**src/one_wire_thermometer_slave_assert.svh**
```systemverilog
// ----------------------------------------------------------------------------
// one-wire thermometer slave: assertion macros
// shared property forms used by the block's assertions
// ----------------------------------------------------------------------------
`ifndef ONE_WIRE_THERMOMETER_SLAVE_ASSERT_SVH
`define ONE_WIRE_THERMOMETER_SLAVE_ASSERT_SVH

// same-cycle implication, checked outside reset
`define OWTS_ASSERT_NOW(label, clk, rst_n, ante, cons) \
	label: assert property (@(posedge clk) disable iff (!rst_n) (ante) |-> (cons)) \
		else $error("owts: same-cycle check failed");

// next-cycle implication, checked outside reset
`define OWTS_ASSERT_NEXT(label, clk, rst_n, ante, cons) \
	label: assert property (@(posedge clk) disable iff (!rst_n) (ante) |=> (cons)) \
		else $error("owts: next-cycle check failed");

`endif

```
**src/owts_pkg.sv**
```systemverilog
`timescale 1ns / 1ps
// ----------------------------------------------------------------------------
// owts_pkg
// shared types and constants of the one-wire thermometer slave
// ----------------------------------------------------------------------------
package owts_pkg;

	localparam int CFG_INDEX_W = 3;
	localparam int CFG_DATA_W  = 48;

	// configuration register indexes
	localparam logic [CFG_INDEX_W-1:0] REG_TEMPERATURE = 3'd0;
	localparam logic [CFG_INDEX_W-1:0] REG_ALARM_HIGH  = 3'd1;
	localparam logic [CFG_INDEX_W-1:0] REG_ALARM_LOW   = 3'd2;
	localparam logic [CFG_INDEX_W-1:0] REG_CONFIG_BYTE = 3'd3;
	localparam logic [CFG_INDEX_W-1:0] REG_SERIAL      = 3'd4;
	localparam logic [CFG_INDEX_W-1:0] REG_PARASITE    = 3'd5;

	// configuration reset values
	localparam logic [11:0] TEMPERATURE_RST = 12'd352;
	localparam logic [7:0]  ALARM_HIGH_RST  = 8'd75;
	localparam logic [7:0]  ALARM_LOW_RST   = 8'd70;
	localparam logic [7:0]  CONFIG_BYTE_RST = 8'd127;

	// fixed image bytes and the crc polynomial
	localparam logic [7:0] FAMILY_CODE  = 8'h28;
	localparam logic [7:0] PAD_RESERVED = 8'hFF;
	localparam logic [7:0] PAD_BYTE6    = 8'h0C;
	localparam logic [7:0] PAD_BYTE7    = 8'h10;
	localparam logic [7:0] CRC_POLY     = 8'h8C;

	// command codes
	localparam logic [7:0] CMD_READ_ROM    = 8'h33;
	localparam logic [7:0] CMD_CONVERT     = 8'h44;
	localparam logic [7:0] CMD_MATCH_ROM   = 8'h55;
	localparam logic [7:0] CMD_READ_POWER  = 8'hB4;
	localparam logic [7:0] CMD_READ_PAD    = 8'hBE;
	localparam logic [7:0] CMD_SKIP_ROM    = 8'hCC;
	localparam logic [7:0] CMD_SEARCH_ROM  = 8'hF0;

	// pulse timing in microseconds
	localparam int RESET_MIN_US = 475;
	localparam int ZERO_MIN_US  = 60;
	localparam logic [4:0] PRESENCE_DELAY = 5'd30;
	localparam logic [9:0] PRESENCE_WIDTH = 10'd80;
	localparam logic [4:0] SLOT_DELAY     = 5'd1;
	localparam logic [9:0] ZERO_WIDTH     = 10'd50;
	localparam logic [9:0] BUSY_WIDTH     = 10'd749;

	// ROM and scratchpad images, byte 0 in the low bits
	typedef struct packed {
		logic        busy;
		logic        parasite;
		logic [71:0] pad;
		logic [63:0] rom;
	} image_t;

endpackage

```
**src/owts_cfg.sv**
```systemverilog
`timescale 1ns / 1ps
// ----------------------------------------------------------------------------
// owts_cfg
// configuration registers, ROM and scratchpad images with their CRC bytes
// ----------------------------------------------------------------------------
module owts_cfg (
	input  logic                                 clk,
	input  logic                                 arst_n,
	input  logic                                 cfg_we,
	input  logic [owts_pkg::CFG_INDEX_W-1:0]     cfg_index,
	input  logic [owts_pkg::CFG_DATA_W-1:0]      cfg_data,
	output owts_pkg::image_t                     image
);

	logic [11:0] temp_q;
	logic [7:0]  alarm_hi_q;
	logic [7:0]  alarm_lo_q;
	logic [7:0]  cfg_byte_q;
	logic [47:0] serial_q;
	logic        parasite_q;

	logic [7:0]  rom_crc_q;
	logic [7:0]  pad_crc_q;
	logic [2:0]  crc_idx_q;
	logic        crc_busy_q;

	logic [63:0] rom_pre;
	logic [63:0] pad_pre;
	logic [7:0]  rom_in;
	logic [7:0]  pad_in;

	// one byte through the reflected crc, bit by bit
	function automatic logic [7:0] crc_byte(input logic [7:0] crc_in, input logic [7:0] data);
		logic [7:0] c;
		logic [7:0] d;
		c = crc_in;
		d = data;
		for (int k = 0; k < 8; k++) begin
			if (c[0] ^ d[0])
				c = (c >> 1) ^ owts_pkg::CRC_POLY;
			else
				c = c >> 1;
			d = d >> 1;
		end
		return c;
	endfunction

	// top byte of rom_pre is padding and never fed to the crc
	assign rom_pre = {8'h00, serial_q, owts_pkg::FAMILY_CODE};
	assign pad_pre = {owts_pkg::PAD_BYTE7, owts_pkg::PAD_BYTE6, owts_pkg::PAD_RESERVED,
		cfg_byte_q, alarm_lo_q, alarm_hi_q, {4{temp_q[11]}}, temp_q};

	assign rom_in = rom_pre[{crc_idx_q, 3'b000} +: 8];
	assign pad_in = pad_pre[{crc_idx_q, 3'b000} +: 8];

	always_ff @(posedge clk or negedge arst_n) begin
		if (!arst_n) begin
			temp_q     <= owts_pkg::TEMPERATURE_RST;
			alarm_hi_q <= owts_pkg::ALARM_HIGH_RST;
			alarm_lo_q <= owts_pkg::ALARM_LOW_RST;
			cfg_byte_q <= owts_pkg::CONFIG_BYTE_RST;
			serial_q   <= '0;
			parasite_q <= 1'b0;
			rom_crc_q  <= '0;
			pad_crc_q  <= '0;
			crc_idx_q  <= '0;
			crc_busy_q <= 1'b1;
		end else if (cfg_we) begin
			case (cfg_index)
				owts_pkg::REG_TEMPERATURE: temp_q     <= cfg_data[11:0];
				owts_pkg::REG_ALARM_HIGH:  alarm_hi_q <= cfg_data[7:0];
				owts_pkg::REG_ALARM_LOW:   alarm_lo_q <= cfg_data[7:0];
				owts_pkg::REG_CONFIG_BYTE: cfg_byte_q <= cfg_data[7:0];
				owts_pkg::REG_SERIAL:      serial_q   <= cfg_data[47:0];
				owts_pkg::REG_PARASITE:    parasite_q <= cfg_data[0];
				default: ;
			endcase
			// restart the crc pass over the new images
			rom_crc_q  <= '0;
			pad_crc_q  <= '0;
			crc_idx_q  <= '0;
			crc_busy_q <= 1'b1;
		end else if (crc_busy_q) begin
			if (crc_idx_q != 3'd7)
				rom_crc_q <= crc_byte(rom_crc_q, rom_in);
			pad_crc_q <= crc_byte(pad_crc_q, pad_in);
			crc_idx_q <= crc_idx_q + 3'd1;
			if (crc_idx_q == 3'd7)
				crc_busy_q <= 1'b0;
		end
	end

	assign image.busy     = crc_busy_q;
	assign image.parasite = parasite_q;
	assign image.rom      = {rom_crc_q, rom_pre[55:0]};
	assign image.pad      = {pad_crc_q, pad_pre};

endmodule

```
**src/owts_link.sv**
```systemverilog
`timescale 1ns / 1ps
// ----------------------------------------------------------------------------
// owts_link
// slot decoder and protocol state: one low pulse per beat, one result per beat
// ----------------------------------------------------------------------------
`include "one_wire_thermometer_slave_assert.svh"

module owts_link #(
	parameter int TIME_BITS = 12
) (
	input  logic                  clk,
	input  logic                  arst_n,
	input  owts_pkg::image_t      image,
	input  logic                  in_valid,
	output logic                  in_stall,
	input  logic [TIME_BITS-1:0]  low_time_us,
	output logic                  out_valid,
	input  logic                  out_stall,
	output logic                  pulse_request,
	output logic [4:0]            pulse_delay_us,
	output logic [9:0]            pulse_width_us,
	output logic [2:0]            protocol_state,
	output logic                  slot_error,
	output logic                  byte_valid,
	output logic [7:0]            received_byte
);

	typedef enum logic [2:0] {
		LS_IDLE    = 3'd0,
		LS_COMMAND = 3'd1,
		LS_DATA    = 3'd2,
		LS_MATCH   = 3'd3,
		LS_SEARCH  = 3'd4
	} link_state_t;

	localparam logic [TIME_BITS-1:0] RESET_MIN = TIME_BITS'(owts_pkg::RESET_MIN_US);
	localparam logic [TIME_BITS-1:0] ZERO_MIN  = TIME_BITS'(owts_pkg::ZERO_MIN_US);

	// input stage
	logic                 valid_s1;
	logic [TIME_BITS-1:0] time_s1;

	// protocol state
	link_state_t link_q;
	logic [5:0]  bp_q;
	logic [5:0]  fb_q;
	logic [7:0]  rx_q;
	logic [7:0]  txb_q;
	logic        tx_q;
	logic [3:0]  bl_q;
	logic        ssp_q;
	logic [6:0]  sp_q;
	logic        se_q;

	// result register
	logic        out_valid_q;
	logic        pulse_request_q;
	logic [4:0]  pulse_delay_q;
	logic [9:0]  pulse_width_q;
	logic [2:0]  protocol_state_q;
	logic        slot_error_q;
	logic        byte_valid_q;
	logic [7:0]  received_byte_q;

	// next values
	link_state_t n_link;
	logic [5:0]  n_bp;
	logic [5:0]  n_fb;
	logic [7:0]  n_rx;
	logic [7:0]  n_txb;
	logic        n_tx;
	logic [3:0]  n_bl;
	logic        n_ssp;
	logic [6:0]  n_sp;
	logic        n_se;
	logic        req;
	logic [4:0]  dly;
	logic [9:0]  wid;
	logic        err;
	logic        bv;
	logic [7:0]  rb;
	logic        long_pulse;
	logic        bit_in;
	logic [7:0]  rx_new;
	logic [3:0]  total;

	logic        advance;

	// byte idx of the ROM or scratchpad image
	function automatic logic [7:0] buf_byte(input logic pad_sel, input logic [3:0] idx,
		input logic [63:0] rom, input logic [71:0] pad);
		logic [7:0] b;
		b = 8'h00;
		if (pad_sel) begin
			if (idx <= 4'd8)
				b = pad[{idx, 3'b000} +: 8];
		end else begin
			b = rom[{idx[2:0], 3'b000} +: 8];
		end
		return b;
	endfunction

	always_comb begin
		n_link     = link_q;
		n_bp       = bp_q;
		n_fb       = fb_q;
		n_rx       = rx_q;
		n_txb      = txb_q;
		n_tx       = tx_q;
		n_bl       = bl_q;
		n_ssp      = ssp_q;
		n_sp       = sp_q;
		n_se       = se_q;
		req        = 1'b0;
		dly        = '0;
		wid        = '0;
		err        = 1'b0;
		bv         = 1'b0;
		rb         = '0;
		long_pulse = time_s1 > ZERO_MIN;
		bit_in     = ~long_pulse;
		rx_new     = rx_q;
		total      = ssp_q ? 4'd9 : 4'd8;

		if (time_s1 > RESET_MIN) begin
			// bus reset, answer with presence
			n_rx   = '0;
			n_bp   = '0;
			n_fb   = 6'd7;
			n_link = LS_COMMAND;
			n_tx   = 1'b0;
			n_bl   = '0;
			req    = 1'b1;
			dly    = owts_pkg::PRESENCE_DELAY;
			wid    = owts_pkg::PRESENCE_WIDTH;
		end else if (link_q != LS_IDLE) begin
			if (tx_q) begin
				if (long_pulse) begin
					err = 1'b1;
				end else begin
					// read slot: a zero bit pulls the line
					if (!txb_q[bp_q[2:0]]) begin
						req = 1'b1;
						dly = owts_pkg::SLOT_DELAY;
						wid = owts_pkg::ZERO_WIDTH;
					end
					if (bp_q == fb_q) begin
						n_bp = '0;
						n_tx = 1'b0;
						if (link_q == LS_SEARCH) begin
							n_fb = '0;
						end else if (bl_q != 4'd0) begin
							n_bl = bl_q - 4'd1;
							if (n_bl != 4'd0) begin
								n_txb = buf_byte(ssp_q, total - n_bl, image.rom, image.pad);
								n_fb  = 6'd7;
								n_tx  = 1'b1;
							end
						end
					end else begin
						n_bp = bp_q + 6'd1;
					end
				end
			end else begin
				if (link_q == LS_MATCH) begin
					if (bit_in != image.rom[bp_q])
						n_link = LS_IDLE;
				end else if (bit_in) begin
					rx_new[bp_q[2:0]] = 1'b1;
				end
				if (bp_q == fb_q) begin
					n_bp = '0;
					n_fb = 6'd7;
					n_rx = '0;
					case (n_link)
						LS_COMMAND: begin
							bv     = 1'b1;
							rb     = rx_new;
							n_link = LS_DATA;
							case (rx_new)
								owts_pkg::CMD_READ_ROM: begin
									n_ssp = 1'b0;
									n_bl  = 4'd8;
									n_txb = buf_byte(1'b0, 4'd0, image.rom, image.pad);
									n_tx  = 1'b1;
								end
								owts_pkg::CMD_CONVERT: begin
									n_link = LS_IDLE;
									if (!image.parasite) begin
										req = 1'b1;
										dly = owts_pkg::SLOT_DELAY;
										wid = owts_pkg::BUSY_WIDTH;
									end
								end
								owts_pkg::CMD_MATCH_ROM: begin
									n_fb   = 6'd63;
									n_link = LS_MATCH;
								end
								owts_pkg::CMD_READ_POWER: ;
								owts_pkg::CMD_READ_PAD: begin
									n_ssp = 1'b1;
									n_bl  = 4'd9;
									n_txb = buf_byte(1'b1, 4'd0, image.rom, image.pad);
									n_tx  = 1'b1;
								end
								owts_pkg::CMD_SKIP_ROM: n_link = LS_COMMAND;
								owts_pkg::CMD_SEARCH_ROM: begin
									n_link = LS_SEARCH;
									n_sp   = '0;
									n_se   = image.rom[0];
									n_txb  = image.rom[0] ? 8'd1 : 8'd2;
									n_fb   = 6'd1;
									n_tx   = 1'b1;
								end
								default: n_link = LS_IDLE;
							endcase
						end
						LS_DATA: begin
							bv = 1'b1;
							rb = rx_new;
						end
						LS_MATCH: n_link = LS_COMMAND;
						LS_SEARCH: begin
							if (rx_new[0] != se_q) begin
								n_link = LS_IDLE;
							end else begin
								n_sp = sp_q + 7'd1;
								if (n_sp[6]) begin
									n_link = LS_IDLE;
								end else begin
									// next ROM bit and its complement
									n_se  = image.rom[n_sp[5:0]];
									n_txb = image.rom[n_sp[5:0]] ? 8'd1 : 8'd2;
									n_fb  = 6'd1;
									n_tx  = 1'b1;
								end
							end
						end
						default: ;
					endcase
				end else begin
					n_bp = bp_q + 6'd1;
					n_rx = rx_new;
				end
			end
		end
	end

	assign advance  = ~(out_valid_q & out_stall);
	assign in_stall = image.busy | (valid_s1 & ~advance);

	always_ff @(posedge clk or negedge arst_n) begin
		if (!arst_n) begin
			valid_s1         <= 1'b0;
			time_s1          <= '0;
			link_q           <= LS_IDLE;
			bp_q             <= '0;
			fb_q             <= 6'd7;
			rx_q             <= '0;
			txb_q            <= '0;
			tx_q             <= 1'b0;
			bl_q             <= '0;
			ssp_q            <= 1'b0;
			sp_q             <= '0;
			se_q             <= 1'b0;
			out_valid_q      <= 1'b0;
			pulse_request_q  <= 1'b0;
			pulse_delay_q    <= '0;
			pulse_width_q    <= '0;
			protocol_state_q <= '0;
			slot_error_q     <= 1'b0;
			byte_valid_q     <= 1'b0;
			received_byte_q  <= '0;
		end else begin
			if (!in_stall) begin
				valid_s1 <= in_valid;
				time_s1  <= low_time_us;
			end else if (advance) begin
				valid_s1 <= 1'b0;
			end
			if (advance) begin
				out_valid_q <= valid_s1;
				if (valid_s1) begin
					link_q           <= n_link;
					bp_q             <= n_bp;
					fb_q             <= n_fb;
					rx_q             <= n_rx;
					txb_q            <= n_txb;
					tx_q             <= n_tx;
					bl_q             <= n_bl;
					ssp_q            <= n_ssp;
					sp_q             <= n_sp;
					se_q             <= n_se;
					pulse_request_q  <= req;
					pulse_delay_q    <= dly;
					pulse_width_q    <= wid;
					protocol_state_q <= n_link;
					slot_error_q     <= err;
					byte_valid_q     <= bv;
					received_byte_q  <= rb;
				end
			end
		end
	end

	assign out_valid      = out_valid_q;
	assign pulse_request  = pulse_request_q;
	assign pulse_delay_us = pulse_delay_q;
	assign pulse_width_us = pulse_width_q;
	assign protocol_state = protocol_state_q;
	assign slot_error     = slot_error_q;
	assign byte_valid     = byte_valid_q;
	assign received_byte  = received_byte_q;

	`OWTS_ASSERT_NOW(a_req_width, clk, arst_n, out_valid_q, pulse_request_q == (pulse_width_q != 10'd0))
	`OWTS_ASSERT_NOW(a_byte_zero, clk, arst_n, out_valid_q && !byte_valid_q, received_byte_q == 8'd0)
	`OWTS_ASSERT_NOW(a_err_quiet, clk, arst_n, out_valid_q && slot_error_q, !pulse_request_q && !byte_valid_q)
	`OWTS_ASSERT_NOW(a_tx_size, clk, arst_n, tx_q, fb_q == 6'd7 || fb_q == 6'd1)

endmodule

```
**src/one_wire_thermometer_slave.sv**
```systemverilog
`timescale 1ns / 1ps
// a pulse beat is held in the input stage, its result in the result register
// throughput: one pulse beat per cycle unless stalled; one state update per slot
// reset: asynchronous, link goes idle and configuration takes its default values
// after reset and after every configuration write the input stalls
// while the crc unit walks the ROM and scratchpad images one byte per cycle
// ----------------------------------------------------------------------------
// one_wire_thermometer_slave
// slave side of a one-wire temperature sensor with ROM functions
// ----------------------------------------------------------------------------
module one_wire_thermometer_slave #(
	parameter int TIME_BITS = 12
) (
	input  logic                                 clk,
	input  logic                                 arst_n,
	input  logic                                 cfg_we,
	input  logic [owts_pkg::CFG_INDEX_W-1:0]     cfg_index,
	input  logic [owts_pkg::CFG_DATA_W-1:0]      cfg_data,
	input  logic                                 in_valid,
	output logic                                 in_stall,
	input  logic [TIME_BITS-1:0]                 low_time_us,
	output logic                                 out_valid,
	input  logic                                 out_stall,
	output logic                                 pulse_request,
	output logic [4:0]                           pulse_delay_us,
	output logic [9:0]                           pulse_width_us,
	output logic [2:0]                           protocol_state,
	output logic                                 slot_error,
	output logic                                 byte_valid,
	output logic [7:0]                           received_byte
);

	owts_pkg::image_t image;

	owts_cfg u_cfg (
		.clk       (clk),
		.arst_n    (arst_n),
		.cfg_we    (cfg_we),
		.cfg_index (cfg_index),
		.cfg_data  (cfg_data),
		.image     (image)
	);

	owts_link #(
		.TIME_BITS (TIME_BITS)
	) u_link (
		.clk            (clk),
		.arst_n         (arst_n),
		.image          (image),
		.in_valid       (in_valid),
		.in_stall       (in_stall),
		.low_time_us    (low_time_us),
		.out_valid      (out_valid),
		.out_stall      (out_stall),
		.pulse_request  (pulse_request),
		.pulse_delay_us (pulse_delay_us),
		.pulse_width_us (pulse_width_us),
		.protocol_state (protocol_state),
		.slot_error     (slot_error),
		.byte_valid     (byte_valid),
		.received_byte  (received_byte)
	);

endmodule

```
**config.mk**
```make
export PLATFORM = sky130hd
export DESIGN_NAME = one_wire_thermometer_slave
export DESIGN_NICKNAME = d
export VERILOG_FILES = /design/src/owts_pkg.sv /design/src/owts_cfg.sv /design/src/owts_link.sv /design/src/one_wire_thermometer_slave.sv
export VERILOG_INCLUDE_DIRS = /design/src /design/src/src
export SDC_FILE = /design/constraint.sdc
export NUM_CORES = 1
export LEC_CHECK = 0
export BUFFER_PORTS_ARGS = -buffer_cell sky130_fd_sc_hd__buf_2
export CAP_MARGIN = 25
export CORE_MARGIN = 2
export CORE_UTILIZATION = 45
export CTS_BUF_LIST = sky130_fd_sc_hd__clkbuf_16
export CTS_CLUSTER_DIAMETER = 150
export CTS_CLUSTER_SIZE = 12
export DETAILED_ROUTE_END_ITERATION = 10
export PLACE_DENSITY = 0.67
export SYNTH_ARGS = -nofsm -noshare
export SYNTH_HDL_FRONTEND = slang
export SYNTH_SLANG_ARGS = --single-unit
```
**constraint.sdc**
```tcl
create_clock -name clk -period 9.2 [get_ports clk]
set_clock_uncertainty 0.2 [all_clocks]
set_input_delay 0 -clock clk [delete_from_list [all_inputs] [get_ports clk]]
set_output_delay 0 -clock clk [all_outputs]
set_load 0.1 [all_outputs]
```
==> impl_metrics.toml, run 1 <==
[synth]
yosys.area_share.simple_pct = 10.54
synth_flop_cell = "dfrtp_1"
synthArstFlopShare_pct = 100.0
synth-xor-area-share_pct = 5.005
postSynthCellCount = 1017
synth_top_area_share_pct = 35.62
synth-edff-count = 0
yosysSeqAreaShare_pct = 40.36
netlist_area_sq_um = 11100
synth-seq-cells = 178
synth_cell_types = 77
yosys.area.top_type = "dfrtp_1"
muxShareOfSynthArea_pct = 26.33
synth_fp_nets = 1097
synth_fa_ha_area_share_pct = 1.353
synth_top_family_by_area = "multiplexers"
synth-compound-area-share_pct = 12.52
synth-warning-count = 0
syn_avg_cell_area_sq_um = 10.91
yosys-top-cells-area = "dfrtp_1 36%, mux2_2 11%, mux4_2 11%"

[route]
ant_nets = 0
drt_wl_total_mm = 30.11
detail_route.vias_per_cell = 5.886
drc = 0
wl_per_cell_microns = 20.07
via_count = 8829
drtPass1Iterations = 5
drtIter0Drc = 805

[critical_path]
critical_path.endpoint = "u_link.txb_q[0]"
rrSetupSlack_ns = 5.05
crit_required_ns = 9.32
endpoint_kind = "flop"
r2r_end = "u_link.txb_q[0]"
start_kind = "flop"
timing.rr.start = "u_link.sp_q[0]"
crit_fanout = 17
arrival_ns = 4.26
crit_start = "u_link.sp_q[0]"
rr_worst_depth = 9
path_class = "reg2reg"

[timing]
timing.final.ws_setup_ns = 5.053
worst_pin_slew_ns = 1.010
rsz0062_at_grt = "false"
clock.fmax_mhz = 241.1
period_share_pct = 45.08
setup_violations = 0
slew_headroom_pct = 32.69
hold_viol = 0
timing.setup.tns_ns = 0
slew_viol_final = 0
timing.hold.ws_ns = 0.1220
finalCriticalPeriod_ns = 4.147

[cells_and_area]
fillers = 2093
drive_above_1_share_pct = 29.76
fin_area_sq_um = 13340
layout_common_cells = "158 x dfrtp_1, 113 x mux2_2, 96 x buf_2"
fin_util_pct = 55.03
final_common_cell = "dfrtp_1"
num_antenna_cells = 0
nets = 1243
area_growth_pct = 20.22
finalNonFillerCells = 1500

[die]
initial_core_util_pct = 45.77
die_height_microns = 161.1
die_area_sq_um = 25940
die_width_microns = 161.1
fp.coreArea_sq_um = 24250
rows = 57
ios = 99

[pwr]
power_mw = 3.126
seqPwrFrac_pct = 36.5
p_comb_share_pct = 38.2
power_density_nw_per_um2 = 234.2
p_clk_share_pct = 25.3
netSwitchingFraction_pct = 35.81
leakagePower_nw = 5.645
ir_drop_uv = 159.3
p_sw_mw = 1.119
internal_power_mw = 2.006

[status]
status = "completed"

[cts]
clock_latency_ns = 0.44
cts_setup_buffers = 0
clkSlewWorstSetupHoldPaths_ns = 0.07
cts_resized = 0
clock_sinks = 178
cts_buffer_depth = 2
cts_buffers = 17
htree_levels = 4
ctsRootBufferMaster = "clkbuf_16"
cts_tree = "built"
hold_buffers = 89

[global_routing]
grt_pass1_vias = 8798
grt-ovfl-total = 0
antenna_found_initial = 0
grt_pass1_wl_mm = 48.72
grt_usage_pct = 24.03
grt_max_degree = 78

[placed_design]
dp_cells = 1377
place_ws_ns = 5.019
hpwlAfterDp_mm = 20.87
dpl-instance-area_sq_um = 11770
gp_congestion = 0.9456
portBuffers = 97

[worst_hold_path]
min_path_type = "in2reg"

[run]
cap_violations = 0
## Yosys cell counts, types with 5 or more instances
cell / n
nor2_1: 81
clkbuf_1: 41
o211ai_1: 5
ha_1: 12
nor2b_1: 14
a22oi_1: 9
a21oi_1: 48
xnor2_1: 35
o22ai_1: 5
nor3_1: 15
o21ai_0: 65
dfrtp_1: 158
nand3_1: 21
buf_4: 10
mux2i_1: 34
nand2_1: 66
xor2_1: 15
buf_2: 12
and2_1: 5
inv_1: 23
dfstp_2: 20
o31ai_1: 5
mux4_2: 55
a21o_1: 5
mux2_2: 113
a31oi_1: 24
a221oi_1: 9
nand2b_1: 8
a211oi_1: 17
buf_1: 9
nand4_1: 7
## how the worst min path moves through the flow
stage	from	to	slack [ns]	cells after the start
2_1_floorplan	arst_n	u_cfg.alarm_hi_q[2]	-0.50	0
3_3_place_gp	arst_n	u_link.bp_q[2]	-0.22	1
3_5_place_dp	arst_n	u_link.bp_q[2]	-0.22	1
4_1_cts	cfg_data[19]	u_cfg.serial_q[19]	0.11	3
5_1_grt	cfg_data[20]	u_cfg.serial_q[20]	0.13	3
6_report	cfg_data[23]	u_cfg.serial_q[23]	0.12	3
## layer usage
layer	up-vias	share of wire (%)	global-route usage, %
met5	-	0	0
met4	0	1.8	6.656
met3	31	7.8	5.265
met2	357	46	37.69
met1	4386	44	33.94
li1	4055	-	-
## sequential cells by signal, indices dropped and copies added, names as in the netlist, 3 cells and up
name and flops:
u_cfg.alarm_lo_q 8, u_link.bl_q 4, u_link.received_byte 8, u_cfg.alarm_hi_q 8
u_link.txb_q 8, u_link.fb_q 3, u_link.pulse_width_us 5, u_link.rx_q 8
u_cfg.temp_q 12, u_cfg.pad_crc_q 8, u_cfg.crc_idx_q 3, u_link.protocol_state 3
u_cfg.cfg_byte_q 8, u_link.sp_q 7, u_link.time_s1 12, u_cfg.rom_crc_q 8
u_cfg.serial_q 48, u_link.bp_q 6
## power by group through the flow
stage          combinational [mW]  sequential, mW  clock, mW
6_report                     1.19            1.14      0.791
5_1_grt                      1.30            1.16      0.837
4_1_cts                      1.19            1.13      0.803
3_5_place_dp                 1.13            1.15          0
3_3_place_gp                 1.12            1.14          0
2_1_floorplan               0.918            1.08          0
## layout make-up
class / count / area [sq um] / area share, %
clock inverters: 15 / 206.4 / 1.547
inverters: 25 / 93.84 / 0.7032
well taps: 324 / 405.4 / 3.038
multi-input cells: 741 / 6205 / 46.50
flip-flops and latches: 178 / 4479 / 33.57
repair buffers: 200 / 1529 / 11.46
clock buffers: 17 / 425.4 / 3.188
## cells by family after synthesis
logic type,count (synthesis)
AND/OR/NAND/NOR,245
AO/OA/AOI/OAI,221
multiplexers,206
flip-flops,178
buffers and inverters,98
XOR/XNOR,56
adder cells (fa/ha/maj),12
other,1
## worst max-delay path: stages, from the launching register on
cell and delay [ns]:
dfrtp_1 0.77, inv_1 0.22, ha_1 0.88, mux4_2 0.59
nor2b_1 0.14, a2111oi_0 0.39, a311oi_1 0.10, a31oi_1 0.34
a22oi_1 0.11, mux2_2 0.29
Power figures use the tool's default switching activity.
==> run 2, diff against run 1 <==
--- a/config.mk
+++ b/config.mk
@@ -14,7 +14,7 @@
 export CTS_CLUSTER_DIAMETER = 150
 export CTS_CLUSTER_SIZE = 12
 export DETAILED_ROUTE_END_ITERATION = 10
-export PLACE_DENSITY = 0.67
+export PLACE_DENSITY = 0.69
 export SYNTH_ARGS = -nofsm -noshare
 export SYNTH_HDL_FRONTEND = slang
 export SYNTH_SLANG_ARGS = --single-unit
==> constraint.sdc (replaced) <==
create_clock -name clk -period 3.65 [get_ports clk]
set_clock_uncertainty 0.2 [all_clocks]
set_input_delay 0 -clock clk [delete_from_list [all_inputs] [get_ports clk]]
set_output_delay 0 -clock clk [all_outputs]
set_load 0.1 [all_outputs]
==> impl_metrics.toml, run 2 (synthesis results as in run 1) <==
[die]
die_height_microns = 161.1
fp.coreArea_sq_um = 24250
die_area_sq_um = 25940
ios = 99
initial_core_util_pct = 45.77
rows = 57
die_width_microns = 161.1

[cts]
clkSlewWorstSetupHoldPaths_ns = 0.08
clock_sinks = 178
cts_buffer_depth = 2
htree_levels = 4
clock_latency_ns = 0.45
ctsRootBufferMaster = "clkbuf_16"
cts_buffers = 17
cts_tree = "built"

[global_routing]
grt_pass1_vias = 8891
grt_pass1_wl_mm = 48.71
grt_usage_pct = 23.89
antenna_found_initial = 0
grt-ovfl-total = 0
grt_max_degree = 108

[placed_design]
gp_congestion = 0.9862
hpwlAfterDp_mm = 21.21
portBuffers = 97

[run]
cap_violations = 0

[route]
drtIter0Drc = 950
ant_nets = 0
via_count = 9023
drt_wl_total_mm = 30.34
wl_per_cell_microns = 20.00
drtPass1Iterations = 9
drc = 0
detail_route.vias_per_cell = 5.948

[worst_hold_path]
min_path_cells = 3
hold_end = "u_cfg.serial_q[38]"
min_path_type = "in2reg"
holdCritStartpoint = "cfg_data[38]"

[critical_path]
crit_fanout = 10
rr_worst_depth = 8
crit_required_ns = 3.75
endpoint_kind = "flop"
start_kind = "flop"
timing.rr.start = "u_link.time_s1[8]"
rrSetupSlack_ns = 0.29
r2r_end = "u_link.se_q"
path_class = "reg2reg"
arrival_ns = 3.47

[timing]
slew_headroom_pct = 43.68
slew_viol_final = 0
period_share_pct = 92.13
setup_violations = 0
timing.setup.tns_ns = 0
timing.hold.ws_ns = 0.1177
hold_viol = 0
finalCriticalPeriod_ns = 3.363
worst_pin_slew_ns = 0.8431
rsz0062_at_grt = "false"
clock.fmax_mhz = 297.4

[pwr]
internal_power_mw = 4.916
power_density_nw_per_um2 = 581.1
netSwitchingFraction_pct = 36.99
p_clk_share_pct = 23.9
power_mw = 7.803
p_comb_share_pct = 38.9
ir_drop_uv = 412.0
seqPwrFrac_pct = 37.2
p_sw_mw = 2.887
leakagePower_nw = 5.722

[cells_and_area]
regMostFlops = "u_cfg.serial_q"
final_common_cell = "dfrtp_1"
num_antenna_cells = 0
layout_common_cells = "158 x dfrtp_1, 113 x mux2_2, 96 x buf_2"
drive_above_1_share_pct = 30.93
reg_top3 = "u_cfg.serial_q (48), u_cfg.temp_q (12), u_link.time_s1 (12)"
nets = 1260
area_growth_pct = 20.99
largest_reg_flops = 48

[status]
status = "completed"
## run 2: changes by cell type in the layout (fill, tap and decap cells not counted), moves of 2 or more
cell / delta
buf_12: +2
buf_4: +18
bufinv_16: -3
clkinv_4: -3
clkinv_8: +2
inv_6: +3
inv_8: +2
## run 2: what timing repair did
action | 4_1_cts | 5_1_grt
endpoints found under the setup margin | 0 | 0
setup buffers | 0 | 0
hold endpoints to repair | 222 | 42
hold buffers | 86 | 1
gates resized for setup | 0 | 0
## run 2: stage by stage
step / cell area, sq um / worst slack, ns / instances / util, %
6_report: 13430 / 0.2874 / 1517 / 55.38
3_5_place_dp: 11940 / 0.3706 / 1397 / 49.24
3_3_place_gp: 11940 / 0.4359 / 1397 / 49.24
5_1_grt: 13430 / 0.06257 / 1517 / 55.38
4_1_cts: 13390 / 0.3176 / 1515 / 55.23
2_1_floorplan: 11100 / 0.02407 / 1017 / -
## run 2: metal layers
metal	track usage (%)	vias to the layer above	wire [microns]
met1	33.29	4481	13170
li1	-	4099	-
met4	7.955	0	693
met3	5.316	53	2282
met2	37.28	390	14200
met5	0	-	0
## run 2: how the worst max path moves through the flow
stage / from / endpoint / slack, ns / cells past startpoint
CTS: u_link.time_s1[8] / u_link.se_q / 0.32 / 8
global route: u_link.time_s1[8] / u_link.txb_q[3] / 0.06 / 8
floorplan: u_link.sp_q[0] / u_link.txb_q[0] / 0.02 / 13
detailed placement: u_link.time_s1[8] / u_link.txb_q[3] / 0.37 / 8
finish: u_link.time_s1[8] / u_link.se_q / 0.29 / 8
global placement: u_link.time_s1[8] / u_link.se_q / 0.44 / 8
## run 2: critical path, cell delays in order (launching register included)
cell and delay (ns):
dfrtp_1 0.40, nor3_1 0.36, o2111a_1 0.49, a21oi_1 0.29, nor4b_2 0.38, nand3b_1 0.16, a21oi_2 0.49, o31ai_1 0.27
mux2i_1 0.18
## run 2: cell type report
class | instances | area (sq um)
clock inverters | 15 | 165.2
clock buffers | 17 | 425.4
well taps | 324 | 405.4
repair buffers | 217 | 1655
multi-input cells | 741 | 6205
fillers | 2054 | 10820
inverters | 25 | 93.84
flip-flops and latches | 178 | 4479
## run 2: power by group through the flow
stage / Sequential, mW / Combinational [mW] / Clock, mW
finish: 2.91 / 3.03 / 1.86
global route: 2.94 / 3.31 / 1.98
CTS: 2.87 / 3.02 / 1.89
detailed placement: 2.91 / 2.87 / 0
global placement: 2.89 / 2.83 / 0
floorplan: 2.72 / 2.32 / 0
